### src/rtl/core/gn3d_pkg.sv
package gn3d_pkg;

    localparam int FRAC_BITS = 16;
    localparam int COORD_W   = 32;
    localparam int OUT_W     = 16;
    localparam int CELL_W    = 8;
    localparam int T_W       = 16;
    localparam int ONE_Q16   = 65536;

    // Offsets are Q1.16 (18 bits signed), gradients Q2.16 (20 bits signed).
    localparam int OFS_W  = 18;
    localparam int GRAD_W = 20;
    localparam int LERP_W = 22;

    typedef logic [CELL_W-1:0] t_cell;
    typedef logic [T_W-1:0]    t_frac;

    function automatic t_cell perm_rom(input t_cell idx);
        logic [7:0] tbl [256];
        tbl = '{
        8'h97,8'ha0,8'h89,8'h5b,8'h5a,8'h0f,8'h83,8'h0d,8'hc9,8'h5f,8'h60,8'h35,8'hc2,8'he9,8'h07,8'he1,
        8'h8c,8'h24,8'h67,8'h1e,8'h45,8'h8e,8'h08,8'h63,8'h25,8'hf0,8'h15,8'h0a,8'h17,8'hbe,8'h06,8'h94,
        8'hf7,8'h78,8'hea,8'h4b,8'h00,8'h1a,8'hc5,8'h3e,8'h5e,8'hfc,8'hdb,8'hcb,8'h75,8'h23,8'h0b,8'h20,
        8'h39,8'hb1,8'h21,8'h58,8'hed,8'h95,8'h38,8'h57,8'hae,8'h14,8'h7d,8'h88,8'hab,8'ha8,8'h44,8'haf,
        8'h4a,8'ha5,8'h47,8'h86,8'h8b,8'h30,8'h1b,8'ha6,8'h4d,8'h92,8'h9e,8'he7,8'h53,8'h6f,8'he5,8'h7a,
        8'h3c,8'hd3,8'h85,8'he6,8'hdc,8'h69,8'h5c,8'h29,8'h37,8'h2e,8'hf5,8'h28,8'hf4,8'h66,8'h8f,8'h36,
        8'h41,8'h19,8'h3f,8'ha1,8'h01,8'hd8,8'h50,8'h49,8'hd1,8'h4c,8'h84,8'hbb,8'hd0,8'h59,8'h12,8'ha9,
        8'hc8,8'hc4,8'h87,8'h82,8'h74,8'hbc,8'h9f,8'h56,8'ha4,8'h64,8'h6d,8'hc6,8'had,8'hba,8'h03,8'h40,
        8'h34,8'hd9,8'he2,8'hfa,8'h7c,8'h7b,8'h05,8'hca,8'h26,8'h93,8'h76,8'h7e,8'hff,8'h52,8'h55,8'hd4,
        8'hcf,8'hce,8'h3b,8'he3,8'h2f,8'h10,8'h3a,8'h11,8'hb6,8'hbd,8'h1c,8'h2a,8'hdf,8'hb7,8'haa,8'hd5,
        8'h77,8'hf8,8'h98,8'h02,8'h2c,8'h9a,8'ha3,8'h46,8'hdd,8'h99,8'h65,8'h9b,8'ha7,8'h2b,8'hac,8'h09,
        8'h81,8'h16,8'h27,8'hfd,8'h13,8'h62,8'h6c,8'h6e,8'h4f,8'h71,8'he0,8'he8,8'hb2,8'hb9,8'h70,8'h68,
        8'hda,8'hf6,8'h61,8'he4,8'hfb,8'h22,8'hf2,8'hc1,8'hee,8'hd2,8'h90,8'h0c,8'hbf,8'hb3,8'ha2,8'hf1,
        8'h51,8'h33,8'h91,8'heb,8'hf9,8'h0e,8'hef,8'h6b,8'h31,8'hc0,8'hd6,8'h1f,8'hb5,8'hc7,8'h6a,8'h9d,
        8'hb8,8'h54,8'hcc,8'hb0,8'h73,8'h79,8'h32,8'h2d,8'h7f,8'h04,8'h96,8'hfe,8'h8a,8'hec,8'hcd,8'h5d,
        8'hde,8'h72,8'h43,8'h1d,8'h18,8'h48,8'hf3,8'h8d,8'h80,8'hc3,8'h4e,8'h42,8'hd7,8'h3d,8'h9c,8'hb4};
        return tbl[idx];
    endfunction

    function automatic t_frac frac_of(input logic [COORD_W-1:0] raw);
        logic [T_W+FRAC_BITS-1:0] ext;
        ext = {raw[FRAC_BITS-1:0], {T_W{1'b0}}};
        return ext[T_W+FRAC_BITS-1 -: T_W];
    endfunction

    function automatic t_cell cell_of(input logic [COORD_W-1:0] raw);
        return raw[FRAC_BITS +: CELL_W];
    endfunction

    function automatic logic signed [GRAD_W-1:0] grad(
        input logic [3:0] h,
        input logic signed [OFS_W-1:0] dx,
        input logic signed [OFS_W-1:0] dy,
        input logic signed [OFS_W-1:0] dz);
        logic signed [GRAD_W-1:0] a, b;
        a = (h < 4'd8) ? GRAD_W'(dx) : GRAD_W'(dy);
        b = (h < 4'd4) ? GRAD_W'(dy) :
            ((h == 4'd12 || h == 4'd14) ? GRAD_W'(dx) : GRAD_W'(dz));
        if (h[0]) a = -a;
        if (h[1]) b = -b;
        return a + b;
    endfunction

    // a + floor(((b - a) * w + 2^15) / 2^16); w is 0..65536.
    function automatic logic signed [LERP_W-1:0] blend(
        input logic signed [LERP_W-1:0] a,
        input logic signed [LERP_W-1:0] b,
        input logic [16:0] w);
        logic signed [LERP_W+19:0] p;
        p = (LERP_W+20)'(b - a) * $signed({1'b0, w}) + (LERP_W+20)'(32768);
        return a + LERP_W'(p >>> 16);
    endfunction

endpackage

### src/rtl/core/gn3d_fade.sv
module gn3d_fade
    import gn3d_pkg::*;
(
    input  logic        i_clk,
    input  logic        i_en,
    input  t_frac       i_t,
    output logic [16:0] o_fade
);
    // Five-stage power chain; stages 1-4 each do one 17x17 multiply, stage 5 the sum.
    logic [16:0] r_t   [3];
    logic [16:0] r_t2, r_t3, r_t4, r_t5;
    logic [16:0] r_t3b, r_t3c, r_t4b;
    logic signed [21:0] r_sum;
    logic signed [21:0] n_sum;

    function automatic logic [16:0] rnd(input logic [16:0] a, input logic [16:0] b);
        logic [33:0] p;
        p = a * b + 34'd32768;
        return p[32:16];
    endfunction

    always_comb begin
        n_sum = 22'sd10 * $signed({5'd0, r_t3c}) - 22'sd15 * $signed({5'd0, r_t4b})
              + 22'sd6 * $signed({5'd0, r_t5});
    end

    always_ff @(posedge i_clk) begin
        if (i_en) begin
            r_t[0] <= {1'b0, i_t};
            r_t[1] <= r_t[0];
            r_t[2] <= r_t[1];
            r_t2   <= rnd({1'b0, i_t}, {1'b0, i_t});
            r_t3   <= rnd(r_t2, r_t[0]);
            r_t4   <= rnd(r_t3, r_t[1]);
            r_t3b  <= r_t3;
            r_t5   <= rnd(r_t4, r_t[2]);
            r_t4b  <= r_t4;
            r_t3c  <= r_t3b;
            r_sum  <= n_sum;
        end
    end

    assign o_fade = (r_sum < 0) ? 17'd0 :
                    (r_sum > 22'sd65536) ? 17'd65536 : r_sum[16:0];
endmodule

### config.mk
export PLATFORM = sky130hd
export DESIGN_NAME = gn3d_fade
export DESIGN_NICKNAME = d
export VERILOG_FILES = /design/src/rtl/core/gn3d_pkg.sv /design/src/rtl/core/gn3d_fade.sv
export SDC_FILE = /design/constraint.sdc
export NUM_CORES = 2
export LEC_CHECK = 0
export BUFFER_PORTS_ARGS = -buffer_cell sky130_fd_sc_hd__clkbuf_2
export CAP_MARGIN = 15
export CELL_PAD_IN_SITES_DETAIL_PLACEMENT = 0
export CELL_PAD_IN_SITES_GLOBAL_PLACEMENT = 2
export CORE_MARGIN = 10
export CORE_UTILIZATION = 30
export CTS_BUF_LIST = sky130_fd_sc_hd__clkbuf_16
export CTS_CLUSTER_DIAMETER = 60
export DETAILED_ROUTE_END_ITERATION = 7
export PLACE_DENSITY_LB_ADDON = 0.15
export SLEW_MARGIN = 20
export SYNTH_ARGS = -nofsm -noshare
export SYNTH_HDL_FRONTEND = slang
export SYNTH_SLANG_ARGS = --single-unit
export TNS_END_PERCENT = 10
### constraint.sdc
create_clock -name i_clk -period 7.8 [get_ports i_clk]
set_clock_uncertainty 0.1 [all_clocks]
set_input_delay 0.39 -clock i_clk [delete_from_list [all_inputs] [get_ports i_clk]]
set_output_delay 0.39 -clock i_clk [all_outputs]
set_load 0.01 [all_outputs]
Yosys cells after proc, flatten, opt, wreduce, memory -nomap -nowiden
Memory sizes are Yosys's and may differ from the RTL's.
Index checks and enable logic that the tools add are counted.
{"block": "op_classes", "addsub": 6, "multipliers": 7, "shifts": 0, "bitwise": 0, "n_reduce_logical": 0, "div_mod_pow": 0, "mux": 4, "n_eq_ne": 0, "n_lt_le_gt_ge": 2}
{"op": "$add 33x16->33 const B", "n": 3}
{"op": "$mul 17x17->33", "n": 3}
{"op": "$mux 17", "n": 2}
{"op": "$add 32x16->33 const B", "n": 1}
{"op": "$mul 16x16->32", "n": 1}
{"op": "$add 22x21->22", "n": 1}
{"op": "$gt 22x18->1 const B", "n": 1}
{"op": "$lt 22x1->1 const B", "n": 1}
{"op": "$sub 21x21->22", "n": 1}
{"op": "$mul 4x17->21 const A", "n": 1}
{"op": "$mul 3x17->20 const A", "n": 1}
{"op": "$mul 2x17->19 const A", "n": 1}
{"op": "$mux 1", "n": 2}
{"block": "totals", "n_memories": 1, "elab_cells": 28, "latch_bits": 0, "mem_bits_rw": 51, "regBits": 141, "inputBits": 18, "rom_bits": 0}
{"name": "r_t", "depth": 3, "width": 17, "rd": 3, "rd_clocked_by_memory_dff": 0, "write_ports": 3, "line_no": "gn3d_fade.sv:10", "rtl": "logic [16:0] r_t [3];"}

Depth between registers and ports, before layout
{"block": "depth", "word_depth": 3, "depth_mapped": 26}

Worst setup path after synthesis
Ideal clock, no wire load.
{"block": "synth_timing", "kind": "input port to flip-flop", "startpoint": "input i_t[11]", "endpoint": "register r_t2[13], data pin", "arrival_ns": 6.155, "setup_ns": 0.258, "cell_stages": 22, "required_ns": 7.442, "slack_ns": 1.287, "path_cell_list": "clkbuf_1 clkbuf_1 nand2_1 fa_1 inv_1 fa_1 fa_1 fa_1 fa_1 inv_1 fa_1 inv_1 ha_1 a21o_1 a21o_1 a221oi_2 o31ai_2 a221o_2 a41oi_4 nand2b_1 a21oi_1 xnor2_1"}
{"block": "synth_via", "elab_chain_len": 2}
{"item": "start: declaration", "line_no": "gn3d_fade.sv:6", "rtl": "input t_frac i_t,"}
{"item": "$mul 16x16->32", "line_no": "gn3d_fade.sv:18", "rtl": "p = a * b + 34'd32768;"}
{"item": "$add 32x16->33", "line_no": "gn3d_fade.sv:18"}
{"item": "end signal: assignment", "line_no": "gn3d_fade.sv:32", "rtl": "r_t2 <= rnd({1'b0, i_t}, {1'b0, i_t});"}
{"item": "end: declaration", "line_no": "gn3d_fade.sv:11", "rtl": "logic [16:0] r_t2, r_t3, r_t4, r_t5;"}
Every way passes these cells.
A chain may end at the register's enable or synchronous reset.

Worst setup path after layout
{"block": "layout_timing", "startpoint": "register r_t3[8]", "endpoint": "register r_t4[16], data pin"}
{"block": "layout_via", "elab_chain_len": 2}
{"item": "start: declaration", "line_no": "gn3d_fade.sv:11"}
{"item": "start signal: assignment", "line_no": "gn3d_fade.sv:33", "rtl": "r_t3 <= rnd(r_t2, r_t[0]);"}
{"item": "$mul 17x17->33", "line_no": "gn3d_fade.sv:18"}
{"item": "$add 33x16->33", "line_no": "gn3d_fade.sv:18"}
{"item": "end signal: assignment", "line_no": "gn3d_fade.sv:34", "rtl": "r_t4 <= rnd(r_t3, r_t[1]);"}
{"item": "end: declaration", "line_no": "gn3d_fade.sv:11"}
Every way passes these cells.

==> flow_results.org <==
** Worst setup path
- Maximum net fanout on the critical path :: 17
- At the worst endpoint, the arrival time is between 7 and 8 ns.
- Number of buffers and inverters on the critical path :: 4
- Crit-path leading delay family :: adder cells
- CP Cell Sequence :: nand2_1 > fa_1 > inv_1 > fa_1 > fa_1 > fa_1 > fa_1 > inv_1 > fa_1 > inv_1 > ha_1 > a2111oi_0 > o21ai_0 > o21a_1 > a2bb2oi_1 > o31ai_1 > buf_4 > a31oi_1 > o2111ai_1 > a21oi_1 > xnor2_1
- Setup slack on the worst reg-to-reg path comes out at 0.70 ns.
- The largest single stage delay on the critical path is between 0.9 and 1 ns.
- Capturing point of the worst reg2reg path :: r_t4[16]
- The startpoint identified for the worst register-to-register timing path is r_t3[8].
- STA classifies the critical path endpoint as a flip-flop.
- The slowest stage of the critical path belongs to the cell sky130_fd_sc_hd__edfxtp_1.
- Among the stages of the critical path, the cell type that occurs most often is sky130_fd_sc_hd__fa_1.
- Class of the most critical setup path :: reg -> reg
- The worst register-to-register path has a depth of 21.
- For the worst setup path, the data required time is about 8 ns.
- Setup crit start kind :: flip-flop

** Yosys
- Number of storage elements in the synthesis netlist :: about 190
- A synthesized cell averages 9.65 µm².
- By area the synthesized netlist is led by sky130_fd_sc_hd__fa_1 (39%), sky130_fd_sc_hd__ha_1 (16%), sky130_fd_sc_hd__edfxtp_1 (13%), sky130_fd_sc_hd__inv_1 (11%), sky130_fd_sc_hd__and2_1 (7.9%).
- Proportion of register bits with asynchronous set or reset after synthesis :: 0%
- Ys flop type :: sky130_fd_sc_hd__edfxtp_1
- Complex-gate fraction of the synthesized area :: under 10%
- Of the total synthesized cell area, the portion taken by XOR and XNOR cells is approximately 2.4%.
- After synthesis the cells add up to roughly 44000 µm².
- Summing the areas of all fa, ha and maj instances in the mapped netlist gives 54.8% of the synthesized area.
- EDFF count, synth :: 189
- Counting distinct cell types in the post-synthesis netlist gives 69.
- The Yosys step of the flow raised 0 warnings.
- Top-area cell type share of the netlist area :: about two fifths
- After synthesis, the share of cell area in mux cells is less than 1%.
- Summing the areas of all and, or, nand and nor instances in the mapped netlist gives ~14% of the synthesized area.
- Synthesis produced 4584 cells.
- When the netlist entered floorplanning its net count stood at around 6000.
- Part of the Yosys area used for sequential elements :: between 10% and 20%
- Library cell occupying the most area in the post-synthesis netlist :: sky130_fd_sc_hd__fa_1
- Dominant combinational cell family by area after synthesis :: adder cells

** Drt
- Drt initial violations :: ~900
- First-pass iteration count of the detailed router :: 4
- The final layout contains routed wiring with a total length of about 110000 µm.
- For this run, design rule violations remaining after detail routing come to 0.
- After detailed routing, the average wire length per cell comes to 17.0 µm.
- Routed vias :: ~28000
- The detail route stage leaves a number of antenna-violating nets equal to 0.
- Ratio of routed vias to standard cells :: 4.35

** Hold path
- Worst hold stages :: 1
- Hold-critical path endpoint :: r_t[0][5]
- Hold crit path type :: in -> reg
- Min-delay src :: i_t[5]

** Die
- The die covers between 150000 and 200000 µm².
- Core outline area :: 146000 µm²
- Pin placement for this block handled 35 I/O pins.
- The floorplan has 140 rows.
- Starting Density :: between 30% and 40%
- The die is 404 µm wide.
- Die boundary height :: a little over 400 µm

** Placed design
- The count of buffers added on input and output ports is 34.
- Area of placed instances :: 46800 µm²
- Half-perimeter wire length of the detailed placement result :: 94000 µm
- At the end of routability-driven placement, the weighted congestion stood at approximately 0.76.

** Cells and area
- After the last flow step, the layout net total stands at between 6000 and 7000.
- Final instance area :: ~47000 µm²
- The area growth from synthesis to layout is 7.18%.
- After filler insertion, the fill cell instance count of the layout stands at between 15000 and 20000.
- The library cells used most frequently in the layout, excluding fill and tap cells, are sky130_fd_sc_hd__inv_1 (1243), sky130_fd_sc_hd__fa_1 (854), sky130_fd_sc_hd__ha_1 (571), sky130_fd_sc_hd__and2_1 (557), sky130_fd_sc_hd__nand2_1 (430).
- Registers take between 5000 and 6000 µm².
- Fraction of layout cells with a size suffix above 1 :: 3.38%
- The multi-input combinational cells in the finished layout cover a total of ~33000 µm².
- The library cell used most frequently in the layout, excluding fill and tap cells, is sky130_fd_sc_hd__inv_1.

** STA
- The worst pin sits at a relative slew slack of about 29%.
- Final number of setup-violating endpoints :: 0
- Final worst hold slack :: ~0.17 ns
- Final slew viol count :: 0
- At the pin with the least slew margin, the transition time is 1.06 ns.
- Post-route clock period utilization :: approximately nine tenths
- Fin. Hold Viols :: 0
- Final worst path period need :: 7.10 ns
- Setup repair after global routing left no endpoint under its margin.
- FMAX :: between 100 and 150 MHz
- Final TNS setup :: 0 ns

** Global route
- Antenna violations before repair :: 4
- Number of global-route vias before repair :: 32165
- Global routing used 14.1% of the available tracks.
- Global route total overflow :: 0
- First-pass GRT wire length :: 182000 µm
- Entering global routing, the biggest net connects 118 pins.

** Run status
- Result of the run :: finished clean

** Clock tree
- Clock tree synthesis found a total of 189 sinks.
- After clock tree synthesis, the clock-pin slew on the worst setup and hold paths is 0.08 ns.
- Post-CTS timing repair inserted 0 buffers for setup.
- TritonCTS built the clock tree.
- Clock Latency Late Sink :: 0.53 ns
- The cell sitting at the root of the clock tree is a sky130_fd_sc_hd__clkbuf_16.
- Post-CTS sizing :: 0
- CTS built an H-tree with a depth of 4.
- Quantity of hold-fixing buffers added after cts :: 0
- Counting the buffers created by CTS gives 17.
- Counting along the longest clock path gives a buffer depth of 2.

** Job
- The tool flagged a number of max-cap violations equal to 0.
-- Yosys cell counts (all sizes together), types with 4 or more instances --
| cell | number |
|---|---|
| a2111oi | 4 |
| a211o | 8 |
| a211oi | 14 |
| a21o | 33 |
| a21oi | 85 |
| a221oi | 6 |
| a31o | 6 |
| a31oi | 10 |
| and2 | 562 |
| and3 | 11 |
| and4 | 4 |
| clkbuf | 126 |
| edfxtp | 189 |
| fa | 854 |
| ha | 571 |
| inv | 1243 |
| nand2 | 430 |
| nand2b | 17 |
| nand3 | 29 |
| nand4 | 12 |
| nor2 | 70 |
| nor2b | 13 |
| nor3 | 21 |
| nor4 | 7 |
| o21a | 16 |
| o21ai | 53 |
| o21bai | 12 |
| o22ai | 4 |
| o311ai | 6 |
| o31ai | 4 |
| or2 | 4 |
| or3 | 5 |
| xnor2 | 72 |
| xor2 | 47 |
-- layer usage --
| metal | GRT usage [%] | share of wire [%] |
|---|---|---|
| met5 | 0 | 0.033 |
| met4 | 2.06 | 1.0 |
| met1 | 18.6 | 47 |
| met3 | 1.46 | 1.5 |
| met2 | 25.4 | 50 |
-- logic make-up (layout without fill, tap and decap cells) --
family | after synthesis | count (layout)
xor+xnor | 119 | 119
fa+ha+maj | 1425 | 1425
mux | 3 | 3
simple gates | 1190 | 1190
buf+inv | 1371 | 1369
other cells | 0 | 2
flops | 189 | 189
compound gates | 287 | 287
-- how the worst max path moves through the flow --
stage	depth (start not counted)	endpoint	start	slack (ns)
floorplan	22	r_t2[13]	i_t[11]	1.29
global placement	21	r_t4[11]	r_t3[8]	0.62
detailed placement	21	r_t4[16]	r_t3[8]	0.59
CTS	21	r_t4[16]	r_t3[8]	0.56
global route	21	r_t4[16]	r_t3[9]	0.11
finish	21	r_t4[16]	r_t3[8]	0.70
-- through the flow --
stage	std cells	worst slack (ns)	util (%)
2_1_floorplan	4584	1.29	-
3_3_place_gp	6467	0.617	32.0
3_5_place_dp	6467	0.590	32.0
4_1_cts	6499	0.562	32.4
5_1_grt	6500	0.111	32.4
6_report	6501	0.699	32.4
-- state kept, by name, indices dropped and copies added, names as in the netlist --
register / flops
r_t5: 17
r_t3c: 17
r_sum: 22
r_t4b: 17
r_t2: 17
r_t3: 17
r_t4: 17
r_t: 48
r_t3b: 17
-- layout make-up --
class	instances	share of cell area (%)
sequential	189	12.0
tap	1917	5.06
inverter	1243	9.85
antenna	2	0.0106
clock buffer	17	0.898
clock inverter	15	0.409
timing repair buffer	94	1.33
multi-input combinational	3024	70.5
Power is left out: the tool's default activity adds up to more than one toggle a clock period on the data nets, which glitch-free logic cannot reach.
